<file path="src/bbp_pkg.sv">
// bbp_pkg: shared types and constants of the buzzer beep pattern generator
`timescale 1ns / 1ps
package bbp_pkg;

  localparam int unsigned TimeW = 16;
  localparam int unsigned CntW  = 16;
  localparam int unsigned CfgIdxW = 2;

  typedef logic [1:0]       mode_t;
  typedef logic [TimeW-1:0] ms_t;
  typedef logic [CntW-1:0]  cnt_t;
  typedef logic [CfgIdxW-1:0] cfg_idx_t;

  localparam mode_t MODE_OFF     = 2'd0;
  localparam mode_t MODE_ON      = 2'd1;
  localparam mode_t MODE_COUNTED = 2'd2;
  localparam mode_t MODE_ENDLESS = 2'd3;

  localparam cfg_idx_t CFG_MODE    = 2'd0;
  localparam cfg_idx_t CFG_ON_TIME = 2'd1;
  localparam cfg_idx_t CFG_CYCLE   = 2'd2;
  localparam cfg_idx_t CFG_REPEAT  = 2'd3;

  localparam ms_t TICK_MS = ms_t'(10);

endpackage

</file>
<file path="src/buzzer_beep_pattern_top.sv">
// buzzer_beep_pattern_top: beep pattern state machine with registered result word
// latency: a word accepted at one edge shows its result at the output from the next cycle
// throughput: one word per cycle if out_ready; update is a single 16 bit compare/add pass
// the result register frees in the same cycle it is taken, so input ready = !valid | ready
// reset (rst_n low, synchronous): mode off, elapsed time and repeats zero, tone silent,
//   all configuration registers zero, no result pending
`timescale 1ns / 1ps
module buzzer_beep_pattern_top (
  input  logic            clk,
  input  logic            rst_n,
  input  logic            cfg_valid,
  output logic            cfg_ready,
  input  bbp_pkg::cfg_idx_t cfg_index,
  input  logic [15:0]     cfg_data,
  input  logic            in_valid,
  output logic            in_ready,
  input  logic            in_restart,
  output logic            out_valid,
  input  logic            out_ready,
  output logic            out_drive_on,
  output logic            out_tone_started,
  output bbp_pkg::mode_t  out_active_mode,
  output bbp_pkg::cnt_t   out_repeats_left
);
  import bbp_pkg::*;

  // configuration registers
  mode_t mode_setting_r;
  ms_t   on_time_r;
  ms_t   cycle_r;
  cnt_t  repeat_r;

  // pattern state
  mode_t mode_r, mode_nxt;
  ms_t   elapsed_r, elapsed_nxt;
  cnt_t  remain_r, remain_nxt;
  logic  sounding_r, sounding_nxt;
  logic  started_nxt;

  // result register
  logic  out_valid_r;
  logic  out_drive_r, out_started_r;
  mode_t out_mode_r;
  cnt_t  out_remain_r;

  logic  in_acc;
  cnt_t  remain_dec;

  assign cfg_ready = 1'b1;
  assign in_ready  = !out_valid_r || out_ready;
  assign in_acc    = in_valid && in_ready;

  always_ff @(posedge clk) begin
    if (!rst_n) begin
      mode_setting_r <= MODE_OFF;
      on_time_r      <= '0;
      cycle_r        <= '0;
      repeat_r       <= '0;
    end else if (cfg_valid) begin
      unique case (cfg_index)
        CFG_MODE:    mode_setting_r <= mode_t'(cfg_data[1:0]);
        CFG_ON_TIME: on_time_r      <= cfg_data;
        CFG_CYCLE:   cycle_r        <= cfg_data;
        CFG_REPEAT:  repeat_r       <= cfg_data;
        default:     ;
      endcase
    end
  end

  assign remain_dec = (remain_r != '0) ? remain_r - cnt_t'(1) : '0;

  always_comb begin
    mode_nxt     = mode_r;
    elapsed_nxt  = elapsed_r;
    remain_nxt   = remain_r;
    sounding_nxt = sounding_r;
    started_nxt  = 1'b0;
    if (in_restart) begin
      mode_nxt    = mode_setting_r;
      remain_nxt  = repeat_r;
      elapsed_nxt = '0;
    end else begin
      unique case (mode_r)
        MODE_ON: begin
          started_nxt  = !sounding_r;
          sounding_nxt = 1'b1;
        end
        MODE_COUNTED, MODE_ENDLESS: begin
          if (elapsed_r < on_time_r) begin
            started_nxt  = !sounding_r;
            sounding_nxt = 1'b1;
          end else begin
            sounding_nxt = 1'b0;
          end
          if (elapsed_r >= cycle_r) begin
            elapsed_nxt = '0;
            if (mode_r == MODE_COUNTED) begin
              remain_nxt = remain_dec;
              // last cycle done: drop to off
              if (remain_dec == '0) begin
                mode_nxt     = MODE_OFF;
                sounding_nxt = 1'b0;
              end
            end
          end
        end
        default: begin
          sounding_nxt = 1'b0;
        end
      endcase
      elapsed_nxt = elapsed_nxt + TICK_MS;
    end
  end

  always_ff @(posedge clk) begin
    if (!rst_n) begin
      mode_r      <= MODE_OFF;
      elapsed_r   <= '0;
      remain_r    <= '0;
      sounding_r  <= 1'b0;
      out_valid_r <= 1'b0;
    end else begin
      if (in_acc) begin
        mode_r      <= mode_nxt;
        elapsed_r   <= elapsed_nxt;
        remain_r    <= remain_nxt;
        sounding_r  <= sounding_nxt;
        out_valid_r <= 1'b1;
      end else if (out_ready) begin
        out_valid_r <= 1'b0;
      end
    end
  end

  always_ff @(posedge clk) begin
    if (in_acc) begin
      out_drive_r   <= sounding_nxt;
      out_started_r <= started_nxt;
      out_mode_r    <= mode_nxt;
      out_remain_r  <= remain_nxt;
    end
  end

  assign out_valid        = out_valid_r;
  assign out_drive_on     = out_drive_r;
  assign out_tone_started = out_started_r;
  assign out_active_mode  = out_mode_r;
  assign out_repeats_left = out_remain_r;

  a_reset_empty: assert property (@(posedge clk) !rst_n |=> !out_valid_r)
    else $error("result pending after reset");

  a_acc_fills: assert property (@(posedge clk) disable iff (!rst_n)
    in_acc |=> out_valid_r)
    else $error("accepted word produced no result");

  a_restart_silent_start: assert property (@(posedge clk) disable iff (!rst_n)
    in_acc && in_restart |=> !out_tone_started && out_repeats_left == $past(repeat_r))
    else $error("restart word reported a tone start or wrong repeats");

  a_start_stop_off: assert property (@(posedge clk) disable iff (!rst_n)
    out_valid_r && out_started_r && !out_drive_r |-> out_mode_r == MODE_OFF)
    else $error("tone started and stopped without dropping to off");

  a_result_matches_state: assert property (@(posedge clk) disable iff (!rst_n)
    in_acc |=> out_mode_r == mode_r && out_drive_r == sounding_r && out_remain_r == remain_r)
    else $error("result word out of step with state");

endmodule

</file>
<file path="config.mk">
export PLATFORM = sky130hd
export DESIGN_NAME = buzzer_beep_pattern_top
export DESIGN_NICKNAME = d
export VERILOG_FILES = /design/src/bbp_pkg.sv /design/src/buzzer_beep_pattern_top.sv
export SDC_FILE = /design/constraint.sdc
export NUM_CORES = 1
export LEC_CHECK = 0
export BUFFER_PORTS_ARGS = -buffer_cell sky130_fd_sc_hd__buf_2
export CELL_PAD_IN_SITES_DETAIL_PLACEMENT = 0
export CELL_PAD_IN_SITES_GLOBAL_PLACEMENT = 1
export CORE_ASPECT_RATIO = 0.7
export CORE_UTILIZATION = 42
export CTS_BUF_LIST = sky130_fd_sc_hd__clkbuf_8
export CTS_CLUSTER_SIZE = 16
export DETAILED_ROUTE_END_ITERATION = 16
export PLACE_DENSITY_LB_ADDON = 0.1
export SYNTH_ARGS = -nofsm -noshare
export SYNTH_HDL_FRONTEND = slang
export SYNTH_SLANG_ARGS = --single-unit
</file>
<file path="constraint.sdc">
create_clock -name clk -period 3 [get_ports clk]
set_input_delay 0.15 -clock clk [delete_from_list [all_inputs] [get_ports clk]]
set_output_delay 0.15 -clock clk [all_outputs]
set_load 0.02 [all_outputs]
</file>
; ---- Word-level counts from Yosys, hierarchy flattened
; Cells that the tools add are included.
[op_classes]
add_sub_neg = 2
multipliers = 0
div_mod_pow = 0
order_cmp = 2
eq_ne = 6
n_shift = 0
mux = 24
n_bitwise = 0
reduce_logical = 13
[ops]
columns = op, count
row1 = $mux 16, 9
row2 = $add 16x4->16 const B, 1
row3 = $ge 16x16->1, 1
row4 = $logic_not 16->1, 1
row5 = $lt 16x16->1, 1
row6 = $reduce_bool 16->1, 1
row7 = $sub 16x1->16 const B, 1
row8 = $mux 2, 5
row9 = $eq 2x2->1 const B, 4
row10 = $mux 1, 8
row11 = $reduce_and 2->1, 4
row12 = $eq 2x1->1 const B, 2
row13 = $pmux 1 s2, 2
row14 = $logic_not 1->1, 2
row15 = $logic_not 2->1, 1
row16 = $reduce_bool 2->1, 1
row17 = $reduce_or 2->1, 1
row18 = $logic_and 1x1->1, 1
row19 = $logic_or 1x1->1, 1
[totals]
regBits = 106
latch_bits = 0
ramBits = 0
romBits = 0
input_bits = 24
out_inout_bits = 23
n_memories = 0

; ---- Longest topological paths before layout
; Gate-level depths: netlist (run 1).
[depth]
word_depth = 8
mapped_depth = 15
ltp_nobuf = 15

; ---- Least setup slack after synthesis (run 1)
; Ideal clock, no wire load.
[synth_path]
kind = flip-flop to flip-flop
from = register cycle_r[15]
to = register elapsed_r[15]
setup_ps = 132
t_arrival_ps = 3138
required_time_ps = 2868
path_slack_ps = -269
stages_incl_launch_ff = 16
period_less_slack_ps = 3269
path_cell_list = dfxtp_1 > inv_1 > ha_1 > and3_1 > nand4_1 > a211o_1 > a31oi_2 > nor2b_1 > ha_1 > o2111a_1 > and3_1 > and3_1 > and3_1 > and3_1 > a31oi_1 > nor3_1
[synth_via]
elab_chain_len = 6
[synth_lines]
columns = element, line_no
row1 = from (decl), buzzer_beep_pattern_top.sv:30  ; ms_t cycle_r;
row2 = from (signal assigned), buzzer_beep_pattern_top.sv:63  ; CFG_CYCLE: cycle_r <= cfg_data;
row3 = $ge 16x16->1, buzzer_beep_pattern_top.sv:95  ; if (elapsed_r >= cycle_r) begin
row4 = $mux 16, buzzer_beep_pattern_top.sv:95
row5 = $mux 16, buzzer_beep_pattern_top.sv:83  ; unique case (mode_r)
row6 = $mux 16, buzzer_beep_pattern_top.sv:78  ; if (in_restart) begin
row7 = $add 16x4->16, buzzer_beep_pattern_top.sv:111  ; elapsed_nxt = elapsed_nxt + TICK_MS;
row8 = $mux 16, buzzer_beep_pattern_top.sv:78
row9 = to (signal assigned), buzzer_beep_pattern_top.sv:125  ; elapsed_r <= elapsed_nxt;
row10 = to (decl), buzzer_beep_pattern_top.sv:35  ; ms_t elapsed_r, elapsed_nxt;
; Every way passes these cells. The select of a mux whose other input is x is not followed.
; A chain may end at the register's enable or synchronous reset.

; ---- Worst setup path after layout (run 1)
[layout_path]
from = register elapsed_r[1]
to = register elapsed_r[15]
[layout_via]
elab_chain_len = 6
[layout_lines]
columns = element, line_no
row1 = $ge 16x16->1, buzzer_beep_pattern_top.sv:95
row2 = $mux 16, buzzer_beep_pattern_top.sv:95
row3 = $mux 16 *, buzzer_beep_pattern_top.sv:83
row4 = $mux 16 *, buzzer_beep_pattern_top.sv:78
row5 = $add 16x4->16 *, buzzer_beep_pattern_top.sv:111
row6 = $mux 16 *, buzzer_beep_pattern_top.sv:78
; Every way passes the cells marked *; elsewhere a longest branch is shown, timed or not. The select of a mux whose other input is x is not followed.

==> flow_metrics.env, run 1 <==
export IMPL_dp_hpwl_mm=12.4
export IMPL_cts_sinks=105
export IMPL_arrival_ns=3.36
export IMPL_setup_viol=2
export IMPL_min_path_cells=3
export IMPL_final_max_slew_viol_count=0
export IMPL_initial_core_util_pct=43.1
export IMPL_critical_path_peak_fanout=4
export IMPL_num_nets_final=835
export IMPL_finalCritPeriodShare_pct=103
export IMPL_drt_initial_drc_count=428
export IMPL_hp_class="in2reg"
export IMPL_fillers=1303
export IMPL_ioPinCount=47
export IMPL_fin_crit_ns=3.08
export IMPL_track_usage_pct=25.7
export IMPL_numCtsBuffers=9
export IMPL_syn_nets=761
export IMPL_violations="setup timing"
export IMPL_numPortBuffers=45
export IMPL_final_layout_size_suffix_gt1_share_pct=21.2
export IMPL_final_cell_area_um2=6760
export IMPL_die_width_um=141
export IMPL_ys_ff_latch=105
export IMPL_worstMarginPinSlew_ns=1.02
export IMPL_grt_pass1_wl_mm=27.4
export IMPL_ys_warnings_count=0
export IMPL_hold_path_endpoint="cycle_r[12]"
export IMPL_grt_pass1_vias=4863
export IMPL_synth_cells=705
export IMPL_clk_latency_ns=0.38
export IMPL_dieArea_um2=14000
export IMPL_hp_start="cfg_data[12]"
export IMPL_tns_ns=-0.0870
export IMPL_seq_area_frac_synth_pct=40.7
export IMPL_layout_setup_ws_ns=-0.0760
export IMPL_synth_edf_count=20
export IMPL_outcome="complete, but fails checks"
export IMPL_vias=5326
export IMPL_crit_path_end_kind="register"
export IMPL_ys_types=69
export IMPL_post_drt_wl_per_cell_um=18.2
export IMPL_antenna_found_initial=0
export IMPL_required_ns=3.29
export IMPL_cts_buffer_depth=2
export IMPL_place_gp_congestion=0.914
export IMPL_criticalPathCategory="reg2reg"
export IMPL_die_h_um=99.1
export IMPL_fmax_mhz=325
export IMPL_multi_input_area_um2=3240
export IMPL_synth_compound_area_share_pct=21.1
export IMPL_synthToLayoutAreaGrowth_pct=19.5
export IMPL_via_per_inst=5.61
export IMPL_place_area_um2=6350
export IMPL_syn_area_um2=5660
export IMPL_grt_max_degree=49
export IMPL_antenna_left=0
export IMPL_synth_top_area_share_pct=30.1
export IMPL_synth_area_mux_share_pct=1.48
export IMPL_cts_tree="built"
export IMPL_cap_violations=0
export IMPL_ir_drop_uv=206
export IMPL_cts_max_level=3
export IMPL_synth_flop_cell="dfxtp_1"
export IMPL_synth_top_family_by_area="simple AND/OR/NAND/NOR gates"
export IMPL_synth_top_cell_by_area="dfxtp_1"
export IMPL_hold_violations=0
export IMPL_regArea_um2=2320
export IMPL_grt_ovfl_total=0
export IMPL_fin_worst_skew_ns=0.0187
export IMPL_synthAdderAreaFrac_pct=7.07
export IMPL_first_pass_iters=5
export IMPL_fp_row_count=35
export IMPL_fin_cells=950
export IMPL_p_per_area_nw_per_um2=441
export IMPL_p_leak_nw=2.58
export IMPL_slew_headroom_pct=31.7
export IMPL_finalWirelength_mm=17.3
export IMPL_synthXorXnorAreaFrac_pct=0.774
export IMPL_utilization_pct=51.5
export IMPL_synth_area_top_cells="dfxtp_1 30%, edfxtp_1 11%, nand2_1 10%"
export IMPL_dp_cells=925
export IMPL_core_area_um2=13100
export IMPL_synthArstFlopShare_pct=0
export IMPL_rr_worst_depth=14
export IMPL_clockRootBuffer="clkbuf_8"
export IMPL_r2r_setup_slack_ns=-0.08
export IMPL_antenna_cells=0
export IMPL_startpoint_type="register"
export IMPL_r2r_end="elapsed_r[15]"
export IMPL_drc_errors=0
export IMPL_syn_area_per_cell_um2=8.03
export IMPL_clk_pin_slew_ns=0.11
export IMPL_yosys_area_share_simple_pct=23.2
export IMPL_grt_setup_unrepaired="true"
export IMPL_r2r_start="elapsed_r[1]"
==> cells in the mapped netlist, types with 4 or more instances <==
cell and number:
nand2_1 155, nor2b_1 6, dfxtp_1 85, nor3_1 13, and3_1 15, o21ai_0 38, clkbuf_1 30, buf_2 5
a21oi_1 78, o211ai_1 6, ha_1 32, nand2b_1 6, o31a_1 4, inv_1 41, a22oi_1 6, a31oi_1 23
or4_1 5, nor2_1 25, mux2i_1 7, nand4_1 8, nand3_1 21, edfxtp_1 20
==> cell families after synthesis <==
family | Yosys count
flip-flops | 105
multiplexers | 8
adder cells (fa/ha/maj) | 32
AND/OR/NAND/NOR | 279
buffers and inverters | 80
other | 1
XOR/XNOR | 5
AO/OA/AOI/OAI | 195
==> where the power goes <==
part / internal [mW] / total [mW] / switching, mW
logic: 0.201 / 0.540 / 0.339
registers: 1.49 / 1.52 / 0.0344
clock network: 0.387 / 0.919 / 0.532
total: 2.08 / 2.98 / 0.905
==> routing by layer <==
metal	vias to the layer above	wire (um)	GRT usage [%]
met4	0	96	4.43
li1	2661	-	-
met1	2504	9210	40.9
met3	6	1010	4.09
met2	155	7010	36.3
met5	-	0	0
==> sequential cells by signal, indices dropped and copies added (netlist names), 2 cells and up <==
register and cells:
on_time_r 16, out_repeats_left 16, repeat_r 16, mode_r 2, remain_r 16, out_active_mode 2, elapsed_r 15, mode_setting_r 2
cycle_r 16
==> per-stage QoR <==
stage	hold slack, ns	power [mW]	worst slack (ns)
after global placement	0.396	2.06	-0.105
after CTS	0.00919	2.98	-0.138
after detailed placement	0.404	2.06	-0.203
final	0.0146	2.98	-0.0760
after floorplan	0.278	1.88	0.00388
after global routing	0.00208	3.11	-0.182
==> repair_timing <==
item	in CTS	in global routing
gates resized for setup	6	22
endpoints found under the setup margin	3	8
hold endpoints to repair	1	0
hold buffers	1	0
pin swaps	13	18
buffers inserted	3	6
==> cell usage in the layout (no fill, tap or decap), types with 4 or more instances in the layout <==
master and count:
a22oi_1 6, buf_2 45, clkbuf_8 9, buf_4 55, and3_4 5, mux2i_1 7
a21oi_1 76, nor3_1 12, inv_1 39, edfxtp_1 20, ha_4 7, o31a_1 4
a31oi_1 21, dfxtp_2 11, nand2_1 155, dfxtp_1 74, or4_1 5, nand4_1 8
o21ai_0 36, nand3_1 21, nand2b_1 4, ha_1 24, and3_1 10, inv_2 5
nor2b_1 4, o211ai_1 6, nor2_1 25
==> worst max-delay path: stages (launching register included) <==
cell,delay [ns]
dfxtp_1,0.39
ha_4,0.22
nor2b_4,0.11
o211ai_1,0.33
a211o_1,0.24
a31oi_4,0.11
nor2b_1,0.16
ha_2,0.20
o2111a_1,0.24
and3_4,0.20
and3_4,0.17
and3_4,0.20
and3_4,0.18
a31oi_1,0.07
nor3_1,0.17
==> cell type report <==
cell class	instances	area share, %
Timing Repair Buffer	101	9.59
Tap cell	166	3.07
Multi-Input combinational cell	520	47.9
Clock inverter	7	1.04
Clock buffer	9	1.83
Inverter	42	2.33
Sequential cell	105	34.3
==> how the worst max path moves through the flow <==
stage | to | slack (ns) | startpoint | cells past startpoint
2_1_floorplan | elapsed_r[15] | 0.004 | cycle_r[15] | 15
3_3_place_gp | elapsed_r[15] | -0.11 | cycle_r[15] | 15
3_5_place_dp | elapsed_r[15] | -0.20 | cycle_r[15] | 15
4_1_cts | elapsed_r[15] | -0.14 | cycle_r[14] | 15
5_1_grt | elapsed_r[15] | -0.18 | cycle_r[14] | 15
6_report | elapsed_r[15] | -0.08 | elapsed_r[1] | 14
Note: power is estimated with default switching activity, not from simulation.
==> inputs of run 2 (changes only) <==
- CORE_UTILIZATION: 42 -> 30
==> flow_metrics.env, run 2 (synthesis results as in run 1) <==
export IMPL_p_per_area_nw_per_um2=460
export IMPL_startpoint_type="register"
export IMPL_final_layout_size_suffix_gt1_share_pct=20.1
export IMPL_arrival_ns=3.39
export IMPL_grt_pass1_vias=5051
export IMPL_finalCritPeriodShare_pct=105
export IMPL_core_area_um2=18300
export IMPL_r2r_start="cycle_r[12]"
export IMPL_p_leak_nw=2.59
export IMPL_cts_buffer_depth=2
export IMPL_clk_latency_ns=0.39
export IMPL_grt_pass1_wl_mm=29.1
export IMPL_setup_viol=3
export IMPL_hold_violations=0
export IMPL_via_per_inst=5.19
export IMPL_cts_tree="built"
export IMPL_critical_path_peak_fanout=4
export IMPL_clockRootBuffer="clkbuf_8"
export IMPL_post_drt_wl_per_cell_um=18.0
export IMPL_dieArea_um2=19400
export IMPL_num_nets_final=836
export IMPL_place_gp_congestion=0.850
export IMPL_ioPinCount=47
export IMPL_finalWirelength_mm=18.4
export IMPL_clk_pin_slew_ns=0.10
export IMPL_criticalPathCategory="reg2reg"
export IMPL_layout_commonest_cell="nand2_1"
export IMPL_cp_startpoint="cycle_r[12]"
export IMPL_cap_violations=0
export IMPL_worst_hold_slack_ns=0.0275
export IMPL_drt_initial_drc_count=348
export IMPL_grt_setup_unrepaired="true"
export IMPL_final_cell_mix="155 x nand2_1, 78 x a21oi_1, 74 x dfxtp_1, 51 x buf_4, 45 x buf_2"
export IMPL_drc_errors=4
export IMPL_crit_path_end_kind="register"
export IMPL_required_ns=3.24
export IMPL_dp_hpwl_mm=13.2
export IMPL_cts_sinks=105
export IMPL_fin_crit_ns=3.15
export IMPL_worstMarginPinSlew_ns=0.949
export IMPL_fmax_mhz=318
export IMPL_die_h_um=117
export IMPL_numCtsBuffers=9
export IMPL_track_usage_pct=19.8
export IMPL_antenna_cells=0
export IMPL_first_pass_iters=11
export IMPL_outcome="complete, but fails checks"
export IMPL_utilization_pct=37.5
export IMPL_initial_core_util_pct=31.0
export IMPL_cts_max_level=3
export IMPL_fp_row_count=41
export IMPL_layout_setup_ws_ns=-0.149
export IMPL_final_max_slew_viol_count=0
export IMPL_violations="DRC, setup timing"
export IMPL_grt_ovfl_total=0
export IMPL_grt_max_degree=49
export IMPL_hp_start="cfg_data[9]"
export IMPL_fin_worst_skew_ns=0.0101
export IMPL_numPortBuffers=45
export IMPL_ir_drop_uv=210
export IMPL_die_width_um=166
export IMPL_antenna_found_initial=0
export IMPL_antenna_left=0
export IMPL_slew_headroom_pct=36.6
export IMPL_synthToLayoutAreaGrowth_pct=21.0
export IMPL_post_place_ws_ns=-0.217
export IMPL_hp_class="in2reg"
export IMPL_power_total_mw=3.15
export IMPL_vias=5300
==> run 2: what timing repair did <==
action                                 CTS  global route
setup buffers                            4             4
setup endpoints to repair                2            11
hold buffers                             4             0
endpoints found under the hold margin    7             0
resized for setup                        7            16
pin swaps                               10            13
==> run 2: through the flow <==
| step | cell area (um2) | cells | setup TNS [ns] |
|---|---|---|---|
| floorplan | 5720 | 705 | 0 |
| detailed placement | 6430 | 994 | -0.370 |
| finish | 6850 | 1021 | -0.288 |
| global route | 6850 | 1021 | -0.784 |
| global placement | 6430 | 994 | -0.173 |
| CTS | 6760 | 1018 | -0.161 |
==> run 2: worst paths after layout <==
check | endpoint | slack, ns | cells after the start
worst min-delay path | cycle_r[9] | 0.03 | 3
worst max-delay path | elapsed_r[15] | -0.15 | 15
worst min register to register | on_time_r[5] | 0.46 | 2
worst max register to register | elapsed_r[15] | -0.15 | 15
==> run 2: area by class of cell <==
type / instances / area (um2)
flip-flops and latches: 105 / 2320
multi-input cells: 520 / 3160
fillers: 1931 / 11400
well taps: 236 / 295
inverters: 42 / 158
clock inverters: 7 / 111
repair buffers: 102 / 679
clock buffers: 9 / 124
==> run 2: power breakdown <==
part | switching [mW] | total, mW | leakage (nW) | internal [mW]
clock network | 0.529 | 1.08 | 0.122 | 0.550
registers | 0.0337 | 1.52 | 0.898 | 1.49
logic | 0.348 | 0.549 | 1.57 | 0.201
total | 0.910 | 3.15 | 2.59 | 2.24
==> run 2: per-layer routing <==
metal | vias to the layer above | GRT usage [%] | wire length [um]
li1 | 2660 | - | -
met1 | 2472 | 30.5 | 10100
met2 | 152 | 27.8 | 7060
met3 | 16 | 3.56 | 967
met4 | 0 | 5.42 | 255
met5 | - | 0 | 0
==> run 2: worst max-delay path: stages, from the launching register on <==
cell and delay (ns):
dfxtp_2 0.34, inv_2 0.04, ha_4 0.26, and3_4 0.17, nand4_1 0.23, a211o_1 0.39, a31oi_4 0.24, nor2b_2 0.07
ha_2 0.18, o2111a_2 0.28, and3_4 0.16, and3_4 0.14, and3_4 0.16, and3_4 0.14, a31oi_1 0.13, nor3_1 0.06
==> inputs of run 3 (changes only) <==
- clock period: 3 -> 3.93 ns (I/O delays scaled with it)
==> flow_metrics.env, run 3 (synthesis results as in run 1) <==
export IMPL_outcome="complete, but fails checks"
export IMPL_violations="DRC"
export IMPL_setup_viol=0
export IMPL_min_path_cells=3
export IMPL_grt_setup_unrepaired="false"
export IMPL_grt_pass1_wl_mm=28.1
export IMPL_drc_errors=2
export IMPL_grt_busiest_layer="met1"
export IMPL_internal_power_mw=1.55
export IMPL_dp_hpwl_mm=12.9
export IMPL_layout_commonest_cell="nand2_1"
export IMPL_clockPowerShare_pct=31.9
export IMPL_r2r_end="elapsed_r[15]"
export IMPL_grt_util_met1_pct=29.9
export IMPL_fmax_mhz=274
export IMPL_r2r_start="elapsed_r[13]"
export IMPL_place_area_um2=6100
export IMPL_cts_buffer_depth=2
export IMPL_final_max_slew_viol_count=0
export IMPL_required_ns=4.18
export IMPL_fin_worst_skew_ns=0.0154
export IMPL_die_width_um=166
export IMPL_cts_tree="built"
export IMPL_fp_row_count=41
export IMPL_hold_path_endpoint="out_valid"
export IMPL_cap_violations=0
export IMPL_antenna_left=0
export IMPL_num_nets_final=790
export IMPL_numCtsBuffers=9
export IMPL_clk_latency_ns=0.41
export IMPL_via_per_inst=5.29
export IMPL_switching_power_uw=703
export IMPL_core_area_um2=18300
export IMPL_finalCritPeriodShare_pct=92.8
export IMPL_post_cts_setup_buffer_count=0
export IMPL_place_gp_congestion=0.876
export IMPL_hold_violations=0
export IMPL_initial_core_util_pct=31.0
export IMPL_grt_ovfl_total=0
export IMPL_p_leak_nw=2.33
export IMPL_first_pass_iters=11
export IMPL_criticalPathCategory="reg2reg"
export IMPL_startpoint_type="register"
export IMPL_cts_resized=0
export IMPL_ctsHoldBuffers=0
export IMPL_cts_sinks=105
export IMPL_ir_drop_uv=144
export IMPL_synthToLayoutAreaGrowth_pct=11.2
export IMPL_drt_initial_drc_count=443
export IMPL_use_met3_pct=3.46
export IMPL_dieArea_um2=19400
export IMPL_antenna_found_initial=0
export IMPL_p_per_area_nw_per_um2=359
export IMPL_ioPinCount=47
export IMPL_swShare_pct=31.2
export IMPL_hp_start="in_valid"
export IMPL_seq_power_share_pct=51.6
export IMPL_worstMarginPinSlew_ns=0.888
export IMPL_antenna_cells=0
export IMPL_die_h_um=117
export IMPL_final_cell_area_um2=6290
export IMPL_arrival_ns=3.89
export IMPL_track_usage_pct=19.2
export IMPL_grt_use_met2_pct=26.8
export IMPL_post_drt_wl_per_cell_um=18.3
export IMPL_critical_path_peak_fanout=8
export IMPL_grt_pass1_vias=4778
export IMPL_fin_crit_ns=3.65
export IMPL_grt_max_degree=40
export IMPL_crit_path_end_kind="register"
export IMPL_finalWirelength_mm=17.9
export IMPL_combPwrFrac_pct=16.4
export IMPL_numPortBuffers=45
export IMPL_tns_ns=0
export IMPL_clockRootBuffer="clkbuf_8"
export IMPL_final_layout_size_suffix_gt1_share_pct=11.4
export IMPL_cts_max_level=3
export IMPL_r2r_setup_slack_ns=0.28
export IMPL_clk_pin_slew_ns=0.10
export IMPL_slew_headroom_pct=40.7
export IMPL_rr_worst_depth=14
export IMPL_hp_class="in2reg"
export IMPL_final_cell_mix="155 x nand2_1, 85 x dfxtp_1, 78 x a21oi_1, 45 x buf_2, 42 x inv_1"
export IMPL_vias=5153
==> run 3: critical path, cell delays in order (launching register included) <==
cell      delay, ns
dfxtp_1        0.40
ha_1           0.30
and3_1         0.21
nand4_1        0.23
a211o_1        0.36
a31oi_2        0.30
nor2b_1        0.12
ha_1           0.24
o2111a_1       0.27
and3_1         0.22
and3_1         0.21
and3_1         0.22
and3_1         0.19
a31oi_1        0.15
nor3_1         0.07
==> run 3: how the worst max path moves through the flow <==
stage	end	from	slack (ns)
2_1_floorplan	elapsed_r[15]	cycle_r[15]	0.66
3_3_place_gp	elapsed_r[15]	elapsed_r[13]	0.45
3_5_place_dp	elapsed_r[15]	elapsed_r[13]	0.31
4_1_cts	elapsed_r[15]	elapsed_r[13]	0.29
5_1_grt	elapsed_r[15]	elapsed_r[13]	0.04
6_report	elapsed_r[15]	elapsed_r[13]	0.28
==> run 3: stage by stage <==
stage | hold WS [ns] | util [%] | power, mW | std cells | worst slack [ns]
floorplan | 0.326 | - | 1.43 | 705 | 0.661
global placement | 0.443 | 33.4 | 1.56 | 959 | 0.445
detailed placement | 0.449 | 33.4 | 1.56 | 959 | 0.309
CTS | 0.0101 | 34.5 | 2.27 | 975 | 0.291
global route | 0.0391 | 34.5 | 2.36 | 975 | 0.0375
finish | 0.0357 | 34.5 | 2.26 | 975 | 0.283
==> run 3: final cells by class <==
cell class	instances	area, um2
fill	1932	12000
multi-input combinational	520	3040
sequential	105	2300
timing repair buffer	56	308
tap	236	295
inverter	42	158
clock buffer	9	124
clock inverter	7	72.6
==> run 3: power groups by stage <==
stage | logic (mW) | clock network [mW] | registers (mW)
after detailed placement | 0.369 | 0 | 1.19
final | 0.371 | 0.721 | 1.17
after global routing | 0.411 | 0.779 | 1.17
after CTS | 0.371 | 0.738 | 1.17
after global placement | 0.368 | 0 | 1.19
after floorplan | 0.233 | 0 | 1.20
==> run 3: metal layers <==
metal | routed length, um | up-vias
li1 | - | 2565
met1 | 9960 | 2432
met2 | 6740 | 145
met3 | 975 | 11
met4 | 168 | 0
met5 | 0 | -
